`src/rtl/core/mpsm_pkg.sv`:
```
// Package with the shared types and constants of the subsequence matcher.
package mpsm_pkg;

    localparam int CHAR_W    = 8;
    localparam int COUNT_W   = 5;
    localparam int CMD_W     = 2;
    localparam int INDEX_W   = 4;
    localparam int POS_IN_W  = 4;
    localparam int LEN_IN_W  = 5;
    // Width that holds any slot count or pattern length up to 256.
    localparam int EXT_W     = 9;

    localparam logic [COUNT_W-1:0] COUNT_MAX = 5'd31;

    typedef enum logic [CMD_W-1:0] {
        CMD_LOAD    = 2'd0,
        CMD_LENGTH  = 2'd1,
        CMD_TEXT    = 2'd2,
        CMD_RESTART = 2'd3
    } command_t;

    typedef enum logic [1:0] {
        ST_IDLE  = 2'd0,
        ST_SCAN  = 2'd1,
        ST_DRAIN = 2'd2,
        ST_OUT   = 2'd3
    } state_t;

    typedef struct packed {
        logic exec;
        logic scan_start;
        logic scan_issue;
        logic out_load;
    } ctrl_cmd_t;

    typedef struct packed {
        logic slot_last;
    } ctrl_status_t;

endpackage

```
`src/rtl/core/mpsm_ram.sv`:
```
// Generic single-port-write, single-port-read RAM with registered read data.
module mpsm_ram #(
    parameter int WIDTH = 8,
    parameter int DEPTH = 256
) (
    input  logic                                    clk,
    input  logic                                    we,
    input  logic [(DEPTH > 1 ? $clog2(DEPTH) : 1)-1:0] waddr,
    input  logic [WIDTH-1:0]                        wdata,
    input  logic [(DEPTH > 1 ? $clog2(DEPTH) : 1)-1:0] raddr,
    output logic [WIDTH-1:0]                        rdata
);

    logic [WIDTH-1:0] mem [DEPTH];
    logic [WIDTH-1:0] rdata_reg;

    // Write port and registered read port.
    always_ff @(posedge clk)
    begin
        if (we)
        begin
            mem[waddr] <= wdata;
        end
        rdata_reg <= mem[raddr];
    end

    assign rdata = rdata_reg;

endmodule

```
`src/rtl/core/mpsm_ctrl.sv`:
```
// Control state machine that sequences commands, the slot scan and the result.
module mpsm_ctrl (
    input  logic                          clk,
    input  logic                          rst_n,
    input  logic                          item_valid,
    output logic                          item_stall,
    input  logic [mpsm_pkg::CMD_W-1:0]    command,
    output logic                          result_valid,
    input  logic                          result_stall,
    input  mpsm_pkg::ctrl_status_t        status,
    output mpsm_pkg::ctrl_cmd_t           cmd
);

    mpsm_pkg::state_t state_reg;
    mpsm_pkg::state_t state_next;
    logic             result_valid_reg;
    logic             result_valid_next;
    logic             out_busy;
    logic             accept;
    logic             is_text;

    assign out_busy = result_valid_reg && result_stall;
    assign accept   = (state_reg == mpsm_pkg::ST_IDLE) && item_valid && !out_busy;
    assign is_text  = (mpsm_pkg::command_t'(command) == mpsm_pkg::CMD_TEXT);

    // Next state.
    always_comb
    begin
        state_next = state_reg;
        case (state_reg)
            mpsm_pkg::ST_IDLE:
            begin
                if (accept && is_text)
                begin
                    state_next = mpsm_pkg::ST_SCAN;
                end
            end
            mpsm_pkg::ST_SCAN:
            begin
                if (status.slot_last)
                begin
                    state_next = mpsm_pkg::ST_DRAIN;
                end
            end
            mpsm_pkg::ST_DRAIN:
            begin
                state_next = mpsm_pkg::ST_OUT;
            end
            mpsm_pkg::ST_OUT:
            begin
                if (!out_busy)
                begin
                    state_next = mpsm_pkg::ST_IDLE;
                end
            end
            default:
            begin
                state_next = mpsm_pkg::ST_IDLE;
            end
        endcase
    end

    // Commands to the datapath and the input handshake.
    always_comb
    begin
        item_stall     = (state_reg != mpsm_pkg::ST_IDLE) || out_busy;
        cmd.exec       = accept && !is_text;
        cmd.scan_start = accept && is_text;
        cmd.scan_issue = (state_reg == mpsm_pkg::ST_SCAN);
        cmd.out_load   = (accept && !is_text) ||
                         ((state_reg == mpsm_pkg::ST_OUT) && !out_busy);
    end

    // The result stays valid until it is taken.
    always_comb
    begin
        result_valid_next = out_busy;
        if (cmd.out_load)
        begin
            result_valid_next = 1'b1;
        end
    end

    always_ff @(posedge clk or negedge rst_n)
    begin
        if (!rst_n)
        begin
            state_reg        <= mpsm_pkg::ST_IDLE;
            result_valid_reg <= 1'b0;
        end
        else
        begin
            state_reg        <= state_next;
            result_valid_reg <= result_valid_next;
        end
    end

    assign result_valid = result_valid_reg;

endmodule

```
`src/rtl/core/mpsm_datapath.sv`:
```
// Datapath: pattern memory, per-slot length and progress, compare stage and count.
module mpsm_datapath #(
    parameter int NUM_WORDS = 16,
    parameter int WORD_LEN  = 16
) (
    input  logic                              clk,
    input  logic                              rst_n,
    input  mpsm_pkg::ctrl_cmd_t               cmd,
    output mpsm_pkg::ctrl_status_t            status,
    input  logic [mpsm_pkg::CMD_W-1:0]        command,
    input  logic [mpsm_pkg::INDEX_W-1:0]      word_index,
    input  logic [mpsm_pkg::POS_IN_W-1:0]     char_pos,
    input  logic [mpsm_pkg::LEN_IN_W-1:0]     word_length,
    input  logic [mpsm_pkg::CHAR_W-1:0]       char_value,
    output logic [mpsm_pkg::COUNT_W-1:0]      match_count
);

    localparam int SLOT_W    = (NUM_WORDS > 1) ? $clog2(NUM_WORDS) : 1;
    localparam int POS_W     = (WORD_LEN > 1) ? $clog2(WORD_LEN) : 1;
    localparam int LEN_W     = $clog2(WORD_LEN + 1);
    localparam int ADDR_W    = SLOT_W + POS_W;
    localparam int RAM_DEPTH = 2 ** ADDR_W;
    localparam logic [mpsm_pkg::EXT_W-1:0] NUM_WORDS_V = mpsm_pkg::EXT_W'(NUM_WORDS);
    localparam logic [mpsm_pkg::EXT_W-1:0] WORD_LEN_V  = mpsm_pkg::EXT_W'(WORD_LEN);
    localparam logic [SLOT_W-1:0]          LAST_SLOT   = SLOT_W'(NUM_WORDS - 1);

    logic [LEN_W-1:0]                 length_reg   [NUM_WORDS];
    logic [LEN_W-1:0]                 progress_reg [NUM_WORDS];
    logic [mpsm_pkg::CHAR_W-1:0]      char_reg;
    logic [SLOT_W-1:0]                slot_reg;
    logic                             cmp_valid_reg;
    logic                             cmp_active_reg;
    logic [SLOT_W-1:0]                cmp_slot_reg;
    logic [mpsm_pkg::COUNT_W-1:0]     count_reg;
    logic [mpsm_pkg::COUNT_W-1:0]     count_next;
    logic [mpsm_pkg::COUNT_W-1:0]     result_reg;

    logic [mpsm_pkg::EXT_W-1:0]       index_ext;
    logic [mpsm_pkg::EXT_W-1:0]       pos_ext;
    logic [mpsm_pkg::EXT_W-1:0]       len_ext;
    logic [mpsm_pkg::EXT_W-1:0]       len_sat;
    logic                             index_ok;
    logic                             pos_ok;
    logic                             do_load;
    logic                             do_length;
    logic                             do_restart;
    logic [LEN_W-1:0]                 issue_progress;
    logic                             issue_active;
    logic [ADDR_W-1:0]                waddr;
    logic [ADDR_W-1:0]                raddr;
    logic [mpsm_pkg::CHAR_W-1:0]      rdata;
    logic                             hit;
    logic [LEN_W-1:0]                 hit_progress;
    logic                             hit_done;

    // Decode of the command taken at acceptance.
    always_comb
    begin
        do_load    = 1'b0;
        do_length  = 1'b0;
        do_restart = 1'b0;
        case (mpsm_pkg::command_t'(command))
            mpsm_pkg::CMD_LOAD:    do_load    = cmd.exec;
            mpsm_pkg::CMD_LENGTH:  do_length  = cmd.exec;
            mpsm_pkg::CMD_RESTART: do_restart = cmd.exec;
            default:
            begin
                do_load = 1'b0;
            end
        endcase
    end

    // Range checks on the slot and position, and length saturation.
    assign index_ext = mpsm_pkg::EXT_W'(word_index);
    assign pos_ext   = mpsm_pkg::EXT_W'(char_pos);
    assign len_ext   = mpsm_pkg::EXT_W'(word_length);
    assign index_ok  = index_ext < NUM_WORDS_V;
    assign pos_ok    = pos_ext < WORD_LEN_V;
    assign len_sat   = (len_ext > WORD_LEN_V) ? WORD_LEN_V : len_ext;

    // Read address of the slot being issued: its next expected character.
    assign issue_progress = progress_reg[slot_reg];
    assign issue_active   = issue_progress < length_reg[slot_reg];
    assign raddr          = {slot_reg, issue_progress[POS_W-1:0]};
    assign waddr          = {index_ext[SLOT_W-1:0], pos_ext[POS_W-1:0]};

    mpsm_ram #(
        .WIDTH (mpsm_pkg::CHAR_W),
        .DEPTH (RAM_DEPTH)
    ) u_pattern_ram (
        .clk   (clk),
        .we    (do_load && index_ok && pos_ok),
        .waddr (waddr),
        .wdata (char_value),
        .raddr (raddr),
        .rdata (rdata)
    );

    // Compare stage: one slot per cycle, on the registered read data and slot of each read issue.
    assign hit          = cmp_valid_reg && cmp_active_reg && (rdata == char_reg);
    assign hit_progress = progress_reg[cmp_slot_reg] + LEN_W'(1);
    assign hit_done     = (hit_progress == length_reg[cmp_slot_reg]);

    // Match count with saturation.
    always_comb
    begin
        count_next = count_reg;
        if (do_restart)
        begin
            count_next = '0;
        end
        else if (hit && hit_done && (count_reg < mpsm_pkg::COUNT_MAX))
        begin
            count_next = count_reg + mpsm_pkg::COUNT_W'(1);
        end
    end

    // Per-slot length and progress.
    always_ff @(posedge clk or negedge rst_n)
    begin
        if (!rst_n)
        begin
            for (int i = 0; i < NUM_WORDS; i++)
            begin
                length_reg[i]   <= '0;
                progress_reg[i] <= '0;
            end
        end
        else
        begin
            for (int i = 0; i < NUM_WORDS; i++)
            begin
                if (do_length && index_ok && (index_ext[SLOT_W-1:0] == SLOT_W'(i)))
                begin
                    length_reg[i] <= len_sat[LEN_W-1:0];
                end
                if (do_restart)
                begin
                    progress_reg[i] <= '0;
                end
                else if (do_length && index_ok &&
                         (index_ext[SLOT_W-1:0] == SLOT_W'(i)))
                begin
                    progress_reg[i] <= '0;
                end
                else if (hit && (cmp_slot_reg == SLOT_W'(i)))
                begin
                    progress_reg[i] <= hit_progress;
                end
            end
        end
    end

    // Scan sequencing, compare pipeline, count and result registers.
    always_ff @(posedge clk or negedge rst_n)
    begin
        if (!rst_n)
        begin
            slot_reg       <= '0;
            cmp_valid_reg  <= 1'b0;
            cmp_active_reg <= 1'b0;
            cmp_slot_reg   <= '0;
            count_reg      <= '0;
            result_reg     <= '0;
        end
        else
        begin
            if (cmd.scan_start)
            begin
                slot_reg <= '0;
            end
            else if (cmd.scan_issue)
            begin
                slot_reg <= slot_reg + SLOT_W'(1);
            end
            cmp_valid_reg  <= cmd.scan_issue;
            cmp_active_reg <= issue_active;
            cmp_slot_reg   <= slot_reg;
            count_reg      <= count_next;
            if (cmd.out_load)
            begin
                result_reg <= count_next;
            end
        end
    end

    // Text character held for the whole scan.
    always_ff @(posedge clk)
    begin
        if (cmd.scan_start)
        begin
            char_reg <= char_value;
        end
    end

    assign status.slot_last = (slot_reg == LAST_SLOT);
    assign match_count      = result_reg;

endmodule

```
`src/rtl/core/multi_pattern_subsequence_matcher.sv`:
```
// Load, length and restart transactions leave the control in its idle state, so
// they can be taken on every clock while the result side keeps up. A text-character
// transaction walks the pattern slots one per cycle through the single read port
// of the pattern memory; the next transaction is taken only after the scan state
// has read all NUM_WORDS slots, the drain state has finished the last compare and
// the output state has presented the count. Every transaction returns one result,
// the match count after it. Pattern memory contents are undefined after reset;
// lengths, progress and the count reset to zero and need no clearing pass.
module multi_pattern_subsequence_matcher #(
    parameter int NUM_WORDS = 16,
    parameter int WORD_LEN  = 16
) (
    input  logic                              clk,
    input  logic                              rst_n,
    input  logic                              item_valid,
    output logic                              item_stall,
    input  logic [mpsm_pkg::CMD_W-1:0]        command,
    input  logic [mpsm_pkg::INDEX_W-1:0]      word_index,
    input  logic [mpsm_pkg::POS_IN_W-1:0]     char_pos,
    input  logic [mpsm_pkg::LEN_IN_W-1:0]     word_length,
    input  logic [mpsm_pkg::CHAR_W-1:0]       char_value,
    output logic                              result_valid,
    input  logic                              result_stall,
    output logic [mpsm_pkg::COUNT_W-1:0]      match_count
);

    mpsm_pkg::ctrl_cmd_t    cmd;
    mpsm_pkg::ctrl_status_t status;

    // Sequencer.
    mpsm_ctrl u_ctrl (
        .clk          (clk),
        .rst_n        (rst_n),
        .item_valid   (item_valid),
        .item_stall   (item_stall),
        .command      (command),
        .result_valid (result_valid),
        .result_stall (result_stall),
        .status       (status),
        .cmd          (cmd)
    );

    // Storage and compare logic.
    mpsm_datapath #(
        .NUM_WORDS (NUM_WORDS),
        .WORD_LEN  (WORD_LEN)
    ) u_datapath (
        .clk         (clk),
        .rst_n       (rst_n),
        .cmd         (cmd),
        .status      (status),
        .command     (command),
        .word_index  (word_index),
        .char_pos    (char_pos),
        .word_length (word_length),
        .char_value  (char_value),
        .match_count (match_count)
    );

endmodule

```
`config.mk`:
```
export PLATFORM = sky130hd
export DESIGN_NAME = multi_pattern_subsequence_matcher
export DESIGN_NICKNAME = d
export VERILOG_FILES = /design/src/rtl/core/mpsm_pkg.sv /design/src/rtl/core/mpsm_ram.sv /design/src/rtl/core/mpsm_ctrl.sv /design/src/rtl/core/mpsm_datapath.sv /design/src/rtl/core/multi_pattern_subsequence_matcher.sv
export SDC_FILE = /design/constraint.sdc
export NUM_CORES = 2
export LEC_CHECK = 0
export ABC_AREA = 1
export BUFFER_PORTS_ARGS = -buffer_cell sky130_fd_sc_hd__buf_4
export CELL_PAD_IN_SITES_DETAIL_PLACEMENT = 0
export CELL_PAD_IN_SITES_GLOBAL_PLACEMENT = 1
export CORE_MARGIN = 1
export CORE_UTILIZATION = 50
export CTS_CLUSTER_SIZE = 20
export DETAILED_ROUTE_END_ITERATION = 10
export PLACE_DENSITY_LB_ADDON = 0.1
export SLEW_MARGIN = 0
export SYNTH_ARGS = -nofsm -noshare
export SYNTH_HDL_FRONTEND = slang
export SYNTH_HIERARCHICAL = 1
export SYNTH_SLANG_ARGS = --single-unit
```
`constraint.sdc`:
```
create_clock -name clk -period 8.1 [get_ports clk]
set_input_delay 0.81 -clock clk [delete_from_list [all_inputs] [get_ports clk]]
set_output_delay 0.81 -clock clk [all_outputs]
set_load 0.02 [all_outputs]
```
# After elaboration in Yosys (flattened, before gate mapping)
# Memories as Yosys holds them, arrays and structs flattened. A register that Yosys moved wholly into a read port is not among the register bits.
# Cells that the tools add are included.
[totals]
memories = 1
word_cells = 243
ramBits = 2048
regBits = 191
in_bits = 27
[classes]
n_mux = 75
n_reduce_logical = 72
bitwise = 2
magnitude_cmp = 7
n_eq_ne = 42
addsub = 3
[mem_list]
columns = ["memory", "words", "word_bits", "read_ports", "rd_ports_with_merged_regs", "write_ports", "line_no", "rtl"]
rows = [
  ["u_datapath.u_pattern_ram.mem", 256, 8, 1, 1, 1, "mpsm_ram.sv:14", "logic [WIDTH-1:0] mem [DEPTH];"],
]
[ops]
columns = ["cell", "count"]
rows = [
  ["$mux 5", 59],
  ["$bmux 5 s4", 4],
  ["$eq 4x4->1 const B", 17],
  ["$reduce_bool 3->1", 16],
  ["$logic_and 1x1->1", 45],
  ["$eq 4x3->1 const B", 8],
  ["$eq 4x2->1 const B", 4],
  ["$add 5x1->5 const B", 2],
  ["$ge 5x5->1 const B", 2],
  ["$lt 4x5->1 const B", 2],
  ["$not 4->5", 2],
  ["$eq 2x2->1 const B", 4],
  ["$eq 4x1->1 const B", 2],
  ["$eq 8x8->1", 1],
  ["$logic_not 4->1", 2],
  ["$mux 4", 2],
  ["$pmux 2 s4", 1],
  ["$mux 1", 6],
  ["$mux 2", 3],
  ["$ne 2x2->1 const B", 3],
  ["$eq 5x5->1", 1],
  ["$gt 5x5->1 const B", 1],
  ["$lt 5x5->1", 1],
  ["$lt 5x5->1 const B", 1],
  ["other kinds (7)", 12],
]

# Depth between registers and ports, before layout
[logic_depth]
word_depth = 10
depth_mapped = 25
depth_no_buf = 22

# By module
# The synthesis kept the hierarchy.
[by_module_without_submodules]
columns = ["mod", "cells_per_inst", "area_each_um2", "seq_area_each_um2", "instances"]
rows = [
  ["mpsm_ram", 7003, 83396.2, 61659.1, 1],
  ["mpsm_datapath", 1491, 10661.5, 4744.6, 1],
  ["mpsm_ctrl", 37, 272.8, 75.1, 1],
]

# Worst setup path before layout
# No wires, ideal clock.
[synth_timing]
path_type = "reg2reg"
from = "reg u_datapath.slot_reg[0]"
to = "reg u_datapath.u_pattern_ram.rdata_reg[3] (netlist: u_datapath/u_pattern_ram/rdata[3]) (read register of u_datapath.u_pattern_ram.mem)"
path_slack_ns = 5.065
t_arrival_ns = 2.923
path_stages_with_launch = 21
setup_time_ns = 0.112
period_less_slack_ns = 3.035
t_required_ns = 7.988
cell_sequence = "dfrtp_1 inv_1 clkbuf_1 clkbuf_1 clkbuf_1 o21ai_0 o211ai_1 o211ai_1 nand3_1 buf_4 buf_2 buf_1 nand3_1 nand3_1 nand3_1 nand3_1 nand3_1 nand3_1 nand2_1 nand2_1 nand2_1"
[synth_between]
elab_chain_len = 4
[synth_rtl]
columns = ["element", "line_no", "rtl"]
rows = [
  ["start, declared", "mpsm_datapath.sv:30", "logic [SLOT_W-1:0] slot_reg;"],
  ["start signal, assigned", "mpsm_datapath.sv:174", "slot_reg <= slot_reg + SLOT_W'(1);"],
  ["$not 4->5 (implied by the code)", "mpsm_datapath.sv:82", "assign issue_progress = progress_reg[slot_reg];"],
  ["$bmux 5 s4", "mpsm_datapath.sv:82", ""],
  ["$mux 5 (implied by the code) (2 in series)", "mpsm_datapath.sv:82", ""],
  ["net u_datapath.issue_progress[1]", "mpsm_datapath.sv:47", "logic [LEN_W-1:0] issue_progress;"],
  ["end, declared", "mpsm_ram.sv:15", "logic [WIDTH-1:0] rdata_reg;"],
]
# The timed path passes the listed nets, and every way through them passes these cells. The select of a mux whose other input is x is not followed.
# A chain may end at the register's enable or synchronous reset.

# Final worst setup path
[layout_timing]
from = "reg u_datapath.slot_reg[0]"
to = "reg u_datapath.u_pattern_ram.rdata_reg[1] (netlist: u_datapath/u_pattern_ram/rdata[1]) (read register of u_datapath.u_pattern_ram.mem)"
# The elaborated chain is that of the path after synthesis.

==> reports/qor.txt <==
Outcome: complete, no violations
CP Capture Type: register
Vias in the first global route: 61300
RSZ-0062 raised after global routing: false
Setup tns final: 0 ns
Routed wire length: 283 mm
Fillers: 16000
Worst IR Drop VDD: 652 uV
Std cell rows: 159
Syn Std Cell Area: 94300 sq um
Rel. slew slack: 22.0%
Hpwl dp: 160 mm
Layout cell share with drive strength beyond 1: 6.05%
Post-Place Worst Slack: 2.47 ns
Routed via count: 65300
WP data arrival: 6.64 ns
Ys Warns: 6
Post-synth EDFFs: 2056
Tot Pwr: 45.0 mW
Core ar.: 188000 sq um
Final instance area: 104000 sq um
Worst-Margin Slew: 1.17 ns
Total die area: 190000 sq um
Final period util: 72.2%
H-tree Lvls: 4
ANT nets after route: 0
I/O pins: 34
Critical-path maximum fanout: 203
Most common cell after layout, fill and taps aside: nand2_1
Max-cap violations: 0
Most frequent cells in the layout: nand2_1, nand3_1, edfxtp_1
First-pass GRT wire length: 419 mm
Initial DRC Count: 7103
Remaining DRCs: 0
Clock root cell: clkbuf_16
Max FFs per register: 2048
Clock skew: 0.0346 ns
Clk slew on worst S/H paths: 0.06 ns
Post-route worst setup slack: 2.25 ns
Nets: 8392
Largest net degree at the start of global routing: 204
CTS tree: done
Placed insts: 10600
P_leak: 36.9 nW
Ys async rst share: 8.14%
Gr usage total: 29.6%
GRT overflow: 0
Routed WL per cell: 25.7 um
Final Hold Vio Count: 0
Most used DFF post-synth: edfxtp_1
Setup violations, final: 0
Multi-input gate area: 24400 sq um
CP startpoint kind: register
Final Core Density: 55.2%
Clock Path Buffers: 3
Post-Synthesis Net Count: 8570
Sequential-to-total area share from yosys stat: 70.5%
PortBufs: 33
Register area: 66500 sq um
Final hold slack: 0.274 ns
Mapped Cells: 8531
Initial Util: 50.3%
Layout Cells excl Fill: 11000
Setup CP Type: reg2reg
Post-CTS Resized: 0
Synth cell types: 43
Layout area overhead: 9.73%
Max-slew violation count: 0
Syn_area_per_cell: 11.1 sq um
PwrDens: 435 nW/um^2
Worst-skew pair later-pin latency: 0.87 ns
FMAX: 171 MHz
CP required: 8.89 ns
Minimum clock period: 5.85 ns
DR pass1 iterations: 6
Die X: 436 um
GPL Wtd Cong: 0.872
Initial antenna violation count: 9
CTS Sinks: 2247
Post-DP Area: 96200 sq um
CTS Buf Count: 230
Vias/cell: 5.91
Worst Hold Class: in2reg
FF+latch count, synth: 2247
Die Height: 436 um
## cells by family after synthesis
kind of cell,count (synthesis),synth area share (%)
buffers and inverters,749,3.76
and+or+nand+nor,5126,23.3
DFF,2247,70.5
adders and majority gates,12,0.159
xor gates and xnor gates,2,0.0186
AOI/OAI and AO/OA,395,2.27
## final timing paths
check                                                 startpoint                                        end  slack [ns]  cells past startpoint
setup / recovery              u_datapath/slot_reg[0]$_DFFE_PN0P_  u_datapath/u_pattern_ram/rdata[1]$_DFF_P_        2.25                     20
hold / removal                                      result_stall              u_ctrl/result_valid$_DFF_PN0_        0.27                      3
setup reg to reg              u_datapath/slot_reg[0]$_DFFE_PN0P_  u_datapath/u_pattern_ram/rdata[1]$_DFF_P_        2.25                     20
hold reg to reg            u_datapath/match_count[2]$_DFFE_PN0P_      u_datapath/match_count[2]$_DFFE_PN0P_        0.48                      2
max in group asynchronous                                  rst_n         u_datapath/slot_reg[1]$_DFFE_PN0P_        6.21                      3
min in group asynchronous                                  rst_n       u_datapath/length_reg[7]$_DFFE_PN0P_        0.49                      2
## final cells by class
class	count	share of cell area, %
Antenna cell	5	0.0121
Multi-Input combinational cell	5535	23.6
Tap cell	2495	3.02
Clock buffer	301	6.00
Sequential cell	2247	64.2
Timing Repair Buffer	140	1.38
Clock inverter	121	1.04
Inverter	199	0.762
## cell usage after synthesis (6+ instances only)
cell type  number  area share (%)
nand2_1      2581              10
buf_6          23            0.27
nor3_1         10           0.053
buf_4          53            0.42
nand3_1      2062              11
buf_1          44            0.18
a31oi_1         6           0.040
ha_1           12            0.16
dfrtp_1       183             4.9
o21ai_0       247             1.3
clkinv_1        6           0.024
inv_1         183            0.73
nor2_1        426             1.7
o21ai_1         7           0.037
nand4_1        21            0.14
inv_2           9           0.036
dfxtp_1         8            0.17
o211ai_1       10           0.080
clkbuf_1      150            0.60
buf_2         279             1.5
edfxtp_1     2056              65
o31ai_1        16            0.13
a21oi_1        54            0.29
o22ai_1        43            0.29
## layer usage
metal  wire (um)  up-vias  share of wire (%)  global-route usage (%)
met1      121000    32600                 43                    43.1
met5           0        -                  0                       0
li1            -    29600                  -                       -
met4        8120        0                2.9                    8.99
met3       22900      424                8.1                    4.89
met2      131000     2687                 46                    45.6
## where the power goes
part / internal [mW] / total (mW) / switching [mW] / leakage, nW
Clock: 5.90 / 10.4 / 4.45 / 3.57
Sequential: 12.8 / 12.9 / 0.156 / 21.0
Combinational: 5.55 / 21.7 / 16.2 / 12.3
Total: 24.2 / 45.0 / 20.8 / 36.9
## critical path, cell delays in order, from the launching register on
cell     delay, ns
dfrtp_4       0.52
inv_2         0.73
a21oi_1       0.15
o21ai_0       0.11
o21ai_0       0.12
nand2_1       0.09
nand2_1       0.07
a31oi_1       0.38
inv_8         0.30
inv_16        0.74
buf_12        0.45
nand2_1       0.09
nand3_1       0.09
nand3_1       0.15
nand3_1       0.20
nand3_1       0.23
nand3_1       0.34
nand3_1       0.26
nand2_1       0.15
nand2_1       0.11
nand2_1       0.11
## timing repair
action / 4_1_cts / 5_1_grt
hold buffers: 1 / 0
setup buffers: 0 / 0
hold endpoints to repair: 57 / 0
(Power assumes the default switching activity.)
